[src/rtl/table_interp_1d_assert.svh]
// Assertion macros for the table interpolator.
// Included by the top level; define NO_ASSERTIONS to compile them away.
`ifndef TABLE_INTERP_1D_ASSERT_SVH
`define TABLE_INTERP_1D_ASSERT_SVH
`ifndef NO_ASSERTIONS
`define TI1D_ASSERT_IMP(lbl, clk, rstn, ante, cons) \
    lbl: assert property (@(posedge clk) disable iff (!rstn) (ante) |-> (cons)) \
        else $error("table_interp_1d: assertion failed");
`define TI1D_ASSERT_NXT(lbl, clk, rstn, ante, cons) \
    lbl: assert property (@(posedge clk) disable iff (!rstn) (ante) |=> (cons)) \
        else $error("table_interp_1d: assertion failed");
`else
`define TI1D_ASSERT_IMP(lbl, clk, rstn, ante, cons)
`define TI1D_ASSERT_NXT(lbl, clk, rstn, ante, cons)
`endif
`endif

[src/rtl/ti1d_pkg.sv]
// Shared types and codes of the table interpolator.
// No dependencies; used by ti1d_ctrl, ti1d_dp and table_interp_1d.
package ti1d_pkg;

    localparam logic [1:0] OP_WRITE  = 2'd0;
    localparam logic [1:0] OP_COMMIT = 2'd1;
    localparam logic [1:0] OP_LOOKUP = 2'd2;

    localparam logic [2:0] ST_INTERP   = 3'd0;
    localparam logic [2:0] ST_EXTRAP   = 3'd1;
    localparam logic [2:0] ST_HELD     = 3'd2;
    localparam logic [2:0] ST_ACCEPTED = 3'd3;
    localparam logic [2:0] ST_REJECTED = 3'd4;
    localparam logic [2:0] ST_WRITTEN  = 3'd5;

    localparam logic [2:0] CFG_INTERP = 3'd0;
    localparam logic [2:0] CFG_EXTRAP = 3'd1;
    localparam logic [2:0] CFG_COUNT  = 3'd2;
    localparam logic [2:0] CFG_LOWER  = 3'd3;
    localparam logic [2:0] CFG_UPPER  = 3'd4;

    localparam logic [1:0] IM_LINEAR  = 2'd0;
    localparam logic [1:0] IM_NEAREST = 2'd1;
    localparam logic [1:0] IM_NEXT    = 2'd2;

    localparam logic [1:0] EM_CLIP    = 2'd0;
    localparam logic [1:0] EM_LINEAR  = 2'd1;
    localparam logic [1:0] EM_SPECIFY = 2'd2;

    typedef struct packed {
        logic [1:0]         op;
        logic [7:0]         point_index;
        logic signed [31:0] x_value;
        logic signed [31:0] y_value;
    } in_item_t;

    typedef struct packed {
        logic signed [31:0] result;
        logic [2:0]         status;
    } out_item_t;

    typedef struct packed {
        logic load;
        logic chk;
        logic srch;
        logic pair;
        logic prep;
        logic div;
        logic mul;
        logic fin;
    } dp_cmd_t;

    typedef struct packed {
        logic table_ok;
        logic chk_done;
        logic srch_done;
        logic pair_done;
        logic need_line;
        logic div_done;
        logic mul_done;
        logic out_free;
    } dp_stat_t;

endpackage

[src/rtl/ti1d_ctrl.sv]
// Sequencer of the table interpolator: steps one item through check,
// search, pair fetch, divide and multiply. Depends on ti1d_pkg.
module ti1d_ctrl import ti1d_pkg::*; (
    input  logic       aclk,
    input  logic       aresetn,
    input  logic       s_valid,
    input  logic [1:0] s_op,
    output logic       s_ready,
    input  dp_stat_t   stat,
    output dp_cmd_t    cmd
);

    typedef enum logic [7:0] {
        S_IDLE = 8'b0000_0001,
        S_CHK  = 8'b0000_0010,
        S_SRCH = 8'b0000_0100,
        S_PAIR = 8'b0000_1000,
        S_PREP = 8'b0001_0000,
        S_DIV  = 8'b0010_0000,
        S_MUL  = 8'b0100_0000,
        S_DONE = 8'b1000_0000
    } state_t;

    state_t state_reg, state_next;

    assign s_ready = (state_reg == S_IDLE);

    always_comb begin
        state_next = state_reg;
        cmd        = '0;
        unique case (state_reg)
            S_IDLE: begin
                if (s_valid) begin
                    cmd.load = 1'b1;
                    if (s_op == OP_COMMIT) begin
                        state_next = S_CHK;
                    end else if (s_op == OP_LOOKUP && stat.table_ok) begin
                        state_next = S_SRCH;
                    end else begin
                        state_next = S_DONE;
                    end
                end
            end
            S_CHK: begin
                cmd.chk = 1'b1;
                if (stat.chk_done) state_next = S_DONE;
            end
            S_SRCH: begin
                cmd.srch = 1'b1;
                if (stat.srch_done) state_next = S_PAIR;
            end
            S_PAIR: begin
                cmd.pair = 1'b1;
                if (stat.pair_done) state_next = stat.need_line ? S_PREP : S_DONE;
            end
            S_PREP: begin
                cmd.prep   = 1'b1;
                state_next = S_DIV;
            end
            S_DIV: begin
                cmd.div = 1'b1;
                if (stat.div_done) state_next = S_MUL;
            end
            S_MUL: begin
                cmd.mul = 1'b1;
                if (stat.mul_done) state_next = S_DONE;
            end
            S_DONE: begin
                // hold until the output register can take the beat
                if (stat.out_free) begin
                    cmd.fin    = 1'b1;
                    state_next = S_IDLE;
                end
            end
            default: state_next = S_IDLE;
        endcase
    end

    always_ff @(posedge aclk) begin
        if (!aresetn) begin
            state_reg <= S_IDLE;
        end else begin
            state_reg <= state_next;
        end
    end

endmodule

[config.mk]
export PLATFORM = sky130hd
export DESIGN_NAME = ti1d_ctrl
export DESIGN_NICKNAME = d
export VERILOG_FILES = /design/src/rtl/table_interp_1d_assert.svh /design/src/rtl/ti1d_pkg.sv /design/src/rtl/ti1d_ctrl.sv
export SDC_FILE = /design/constraint.sdc
export NUM_CORES = 1
export LEC_CHECK = 0
export ABC_AREA = 1
export BUFFER_PORTS_ARGS = -buffer_cell sky130_fd_sc_hd__buf_4
export CAP_MARGIN = 25
export CORE_UTILIZATION = 50
export DETAILED_ROUTE_END_ITERATION = 7
export PLACE_DENSITY = 0.77
export REMOVE_ABC_BUFFERS = 1
export SETUP_SLACK_MARGIN = 0.3
export SLEW_MARGIN = 20
export SYNTH_ARGS = -nofsm -noshare
export SYNTH_HDL_FRONTEND = slang
export SYNTH_SLANG_ARGS = --single-unit
export TNS_END_PERCENT = 20
[constraint.sdc]
create_clock -name aclk -period 1.6 [get_ports aclk]
set_input_delay 0.08 -clock aclk [delete_from_list [all_inputs] [get_ports aclk]]
set_output_delay 0.08 -clock aclk [all_outputs]
set_load 0.02 [all_outputs]
==> results of run 1 <==
==> cells by family (layout without fill, tap and decap cells) <==
family,Yosys count,count (layout),share of synthesized area
compound gates,3,3,0.01932
buf+inv,19,43,0.09502
flops,8,8,0.2061
simple gates,84,84,0.6795
==> cell usage in the layout, fill, tap and decap left out, types with 2 or more instances in the layout <==
cell type   n
nand3_2     2
nand2_4     6
clkbuf_4    3
a21oi_1     3
nand3_1     9
buf_4      21
nand2_2     3
nor2_8      2
nor2_1     16
nor2_2      9
inv_1      16
dfxtp_2     7
nand2_1    22
nand3b_1    2
nor2_4      6
==> stage by stage <==
| stage | cell area [µm²] | power, mW | instances |
|---|---|---|---|
| finish | 1032 | 2.070 | 153 |
| global route | 1032 | 2.225 | 153 |
| CTS | 1018 | 2.033 | 153 |
| detailed placement | 953.4 | 1.738 | 150 |
| global placement | 953.4 | 1.728 | 150 |
| floorplan | 777.0 | 1.435 | 114 |
==> path summary, 6_finish.rpt <==
path         cells past startpoint      endpoint  slack, ns         start
max                              6        cmd[4]       0.24  state_reg[0]
min                              2  state_reg[0]       0.07       aresetn
min reg2reg                      2  state_reg[1]       0.55  state_reg[1]
max reg2reg                     10  state_reg[2]       0.24  state_reg[2]
==> area by class of cell <==
class | count | area, µm² | area share
Multi-Input combinational cell | 87 | 585.6 | 0.5673
Sequential cell | 8 | 168.9 | 0.1636
Inverter | 19 | 78.83 | 0.07636
Clock buffer | 3 | 22.52 | 0.02182
Tap cell | 15 | 18.77 | 0.01818
Timing Repair Buffer | 21 | 157.7 | 0.1527
==> layer usage <==
| metal | part of all wire | vias to the layer above | global-route usage |
|---|---|---|---|
| li1 | - | 405 | - |
| met1 | 0.46 | 355 | 0.2487 |
| met2 | 0.46 | 31 | 0.3844 |
| met3 | 0.044 | 9 | 0.02609 |
| met4 | 0.034 | 0 | 0.1355 |
| met5 | 0 | - | 0 |
==> cell usage after synthesis (all sizes together) <==
library cell,instances
nand4,1
nor3,2
nand3b,4
a21oi,3
nor4,1
nand2,31
dfxtp,8
inv,19
nor2,33
nand3,12
==> power by group through the flow <==
| stage | clock (mW) | combinational, mW | sequential, mW |
|---|---|---|---|
| floorplan | 0 | 1.08 | 0.351 |
| global placement | 0 | 1.36 | 0.365 |
| detailed placement | 0 | 1.37 | 0.368 |
| CTS | 0.162 | 1.49 | 0.384 |
| global route | 0.176 | 1.65 | 0.397 |
| finish | 0.163 | 1.52 | 0.388 |
==> what timing repair did <==
action | 4_1_cts | 5_1_grt
setup endpoints to repair | 12 | 17
pin swaps | 9 | 3
gates resized for setup | 15 | 4
==> impl_metrics.csv, run 1 <==
group,metric,value,unit
run_status,outcome,"finished clean",
sta,final_hold_viol_count,0,
synthesis,yosysUniqueCellTypes,21,
cts,cts-root-buf,"clkbuf_4",
cts,htree_levels,1,
sta,clock_skew,0.0008092,ns
synthesis,synth-seq-cells,8,
critical_path,timing.critical_path.from_type,"flip-flop",
sta,worstMarginPinSlew,0.1849,ns
critical_path,critPathTopFamily,"simple AND/OR/NAND/NOR gates",
cts,clk_pin_slew,0.06,ns
sta,fmax,733.7,MHz
critical_path,cpMaxStageDelayCell,"dfxtp_2",
critical_path,crit_chain,"inv_1, nand2_1, nor2_2, nand2_1, inv_1, buf_4",
placed_design,gp_congestion,0.7977,
cells_and_area,diodes,0,
floorplan,core-area,1366,µm²
placed_design,dpl_worst_slack,0.1988,ns
floorplan,start_util,0.5687,
global_route,antenna_found_initial,0,
sta,setup_viol,0,
detailed_routing,viasPerCell,5.229,
floorplan,rows,13,
cts,clk_path_buf_depth,2,
cts,cts_tree,"done",
detailed_routing,ant_nets,0,
pwr,p_int,0.9455,mW
cells_and_area,syn_to_final_growth,32.85,%
cells_and_area,num-fill-cells,114,
floorplan,die_area,1716,µm²
pwr,p_leak,0.5154,nW
pwr,switchingPower,1.124,mW
sta,worst_slack,0.2371,ns
critical_path,crit_path_max_fanout,3,
pwr,seq_power_share,0.187,
synthesis,syn_inst,114,
sta,fin_hold_ws,0.07296,ns
global_route,grt_max_degree,8,
critical_path,path_class,"reg2out",
critical_path,cpPeakStageDelay,0.32,ns
sta,setup_tns,0,ns
cts,numCtsBuffers,3,
critical_path,worst_setup_path_end_kind,"output pin",
placed_design,port_buffers,21,
sta,fin_crit,1.363,ns
cells_and_area,largest_reg_flops,8,
placed_design,hpwl,1.422,mm
critical_path,cp_num_buf_inv,3,
sta,final_max_slew_viol_count,0,
synthesis,synth_top_area_share,0.2061,
floorplan,io_pins,22,
synthesis,yosysTopAreaCell,"dfxtp_1",
pwr,share_comb_of_total_power,0.734,
detailed_routing,num_vias,800,
synthesis,ys_seq_area_frac,0.2061,
sta,finalCritPeriodShare,0.8518,
detailed_routing,drc_errors,0,
detailed_routing,routed_wl,1.769,mm
detailed_routing,dr.pass1.iters,4,
global_route,grt_pass1_wl,2.904,mm
synthesis,synthesis.area,777.0,µm²
cells_and_area,finalNetCount,153,
cts,clock_latency,0.26,ns
cells_and_area,final_util,0.7555,
critical_path,critPathRequiredTime,1.52,ns
floorplan,die-height,41.42,µm
cts,cts_hold_buf,0,
pwr,ir_worst_vdd,1.478,mV
critical_path,cp.arrival,1.28,ns
sta,rsz0062_at_grt,"yes",
hold_path,min_path_type,"in2reg",
cells_and_area,drive_gt1_frac,0.4928,
detailed_routing,wl_per_cell,11.56,µm
global_route,grt-ovfl-total,0,
synthesis,synth.area.top_cells,"dfxtp_1 (21%), nand2_1 (11%), nor2_1 (10%), nand2_4 (8.7%), inv_1 (7.7%)",
floorplan,die_w,41.42,µm
cts,postCtsSetupRepairBufs,0,
global_route,grtUsageTotal,0.2191,
flow_run,cap_violations,0,
synthesis,yosys_warnings,0,
pwr,power.density,2005,nW/µm²
detailed_routing,drt_iter0_markers,24,
pwr,switching_share,0.5432,
cts,numClockSinks,8,
pwr,clock_power_share,0.079,
global_route,grt_pass1_vias,731,
sta,slew_headroom,0.8757,
synthesis,synth_area_per_cell,6.816,µm²
Note: power is estimated with default switching activity, not from simulation.
==> run 2: changes to the inputs <==
Clock period 1.6 ns to 1.3 ns, I/O delays scaled along.
==> run 2 against run 1 <==
  * The flow now finishes with violations (setup timing)
  * Via count is 5.4% higher
  * Non-clock buffer count up 8
  * Wire length up 20%
  * Critical path depth shrank 1
  * Critical endpoint is now s_ready
  * Flip-flop and latch count did not move
  * Global-route usage up 3.6 points
  * Worst hold slack lost 0.012 ns
  * Sequential power up 30%
  * Utilization is 7.2 points higher
  * Largest power group unchanged
  * Sequential share of layout area decreased by 1.1 points
==> impl_metrics.csv, run 2 (same netlist as run 1, synthesis figures left out) <==
group,metric,value,unit
run_status,outcome,"finished with violations",
run_status,violations,"setup timing",
critical_path,crit_path_max_fanout,4,
critical_path,path_class,"reg2out",
sta,fin_hold_ws,0.06051,ns
cells_and_area,diodes,0,
hold_path,min_path_type,"in2reg",
cells_and_area,syn_to_final_growth,45.57,%
placed_design,port_buffers,21,
cts,numClockSinks,8,
cells_and_area,num-fill-cells,83,
critical_path,critPathRequiredTime,1.24,ns
cells_and_area,final_cell_mix,"buf_4 (24), nand2_1 (22), inv_1 (15), nor2_1 (14), nor2_2 (10)",
cts,clock_latency,0.26,ns
sta,rsz0062_at_grt,"yes",
pwr,ir_worst_vdd,1.713,mV
sta,worstMarginPinSlew,0.2074,ns
pwr,power.density,2524,nW/µm²
floorplan,die-height,41.42,µm
detailed_routing,wl_per_cell,13.13,µm
cells_and_area,finalNetCount,161,
cts,clk_path_buf_depth,2,
detailed_routing,dr.pass1.iters,4,
sta,clock_skew,0.004551,ns
cells_and_area,final_util,0.8278,
cells_and_area,final_cells,161,
sta,fmax,698.1,MHz
sta,finalCritPeriodShare,1.102,
floorplan,rows,13,
floorplan,core-area,1366,µm²
detailed_routing,routed_wl,2.114,mm
detailed_routing,viasPerCell,5.236,
placed_design,dpl_worst_slack,-0.04389,ns
flow_run,cap_violations,0,
cts,cts-root-buf,"clkbuf_4",
detailed_routing,ant_nets,0,
cells_and_area,final_common_cell,"buf_4",
sta,slew_headroom,0.8607,
hold_path,hold_start,"aresetn",
hold_path,hold_path_depth,2,
global_route,grt_pass1_wl,3.408,mm
sta,fin_crit,1.433,ns
pwr,p_leak,0.5599,nW
floorplan,io_pins,22,
detailed_routing,drt_iter0_markers,33,
floorplan,start_util,0.5687,
global_route,antenna_found_initial,0,
critical_path,ff2ff_path_depth,8,
critical_path,timing.critical_path.from_type,"flip-flop",
detailed_routing,drc_errors,0,
sta,setup_tns,-1.019,ns
sta,setup_viol,12,
placed_design,gp_congestion,0.8543,
global_route,grtUsageTotal,0.2547,
cells_and_area,largest_reg_flops,8,
cts,cts_hold_buf,0,
sta,worst_slack,-0.1325,ns
cells_and_area,drive_gt1_frac,0.5479,
global_route,grt_pass1_vias,805,
sta,final_hold_viol_count,0,
cts,clk_pin_slew,0.05,ns
placed_design,place_inst,157,
critical_path,worst_setup_path_end_kind,"output pin",
cts,htree_levels,1,
critical_path,cp-startpoint,"state_reg[2]",
floorplan,die_w,41.42,µm
floorplan,die_area,1716,µm²
global_route,grt_max_degree,8,
placed_design,hpwl,1.512,mm
detailed_routing,num_vias,843,
cts,numCtsBuffers,3,
sta,final_max_slew_viol_count,0,
cts,cts_tree,"done",
global_route,grt-ovfl-total,0,
critical_path,timing.rr.start,"state_reg[2]",
critical_path,cp.arrival,1.37,ns
-- run 2: cell types whose count changed in the layout (fill, tap and decap cells not counted) --
cell,delta
nor2_2,+1
nor2_1,-2
nor4_2,-1
buf_4,+3
dfxtp_1,-1
inv_6,-1
inv_2,+1
nor4_4,+1
inv_4,+1
buf_6,+5
inv_1,-1
nor2_4,+1
dfxtp_4,+1
-- run 2: worst max-delay path, stage by stage, from the launching register on --
cell and delay (ns):
dfxtp_2 0.34, nor2_4 0.20, buf_4 0.15, nand2_1 0.07, nor2_2 0.18, buf_4 0.18
-- run 2: worst paths after layout --
kind	to	slack, ns
setup / recovery	s_ready	-0.13
hold / removal	state_reg[0]	0.06
setup reg to reg	state_reg[7]	-0.11
hold reg to reg	state_reg[1]	0.57
-- run 2: power by group --
group / switching (mW) / internal, mW
Clock: 0.0886 / 0.106
Combinational: 1.28 / 0.874
Sequential: 0.139 / 0.367
-- run 2: stage by stage --
stage | cell area [µm²] | total power [mW]
floorplan | 777.0 | 1.766
global placement | 1006 | 2.273
detailed placement | 1006 | 2.299
CTS | 1094 | 2.693
global route | 1131 | 3.080
finish | 1131 | 2.855
-- run 2: layer usage --
layer	GRT usage	wire length, µm	up-vias	share of wire
li1	-	-	415	-
met1	0.3085	856	377	0.40
met2	0.4344	1065	43	0.50
met3	0.03478	138	8	0.065
met4	0.1290	54	0	0.026
met5	0	0	-	0
-- run 2: area by class of cell --
class,count,area [µm²],area share
multi-input cells,87,604.3,0.5343
repair buffers,29,236.5,0.2091
flip-flops and latches,8,172.7,0.1527
inverters,19,76.32,0.06748
clock buffers,3,22.52,0.01991
well taps,15,18.77,0.01659
-- run 2: what timing repair did --
action / CTS / global route
buffers inserted: 0 / 1
pin swaps: 6 / 2
setup endpoints to repair: 17 / 17
cloned: 0 / 0
gates resized for setup: 19 / 11
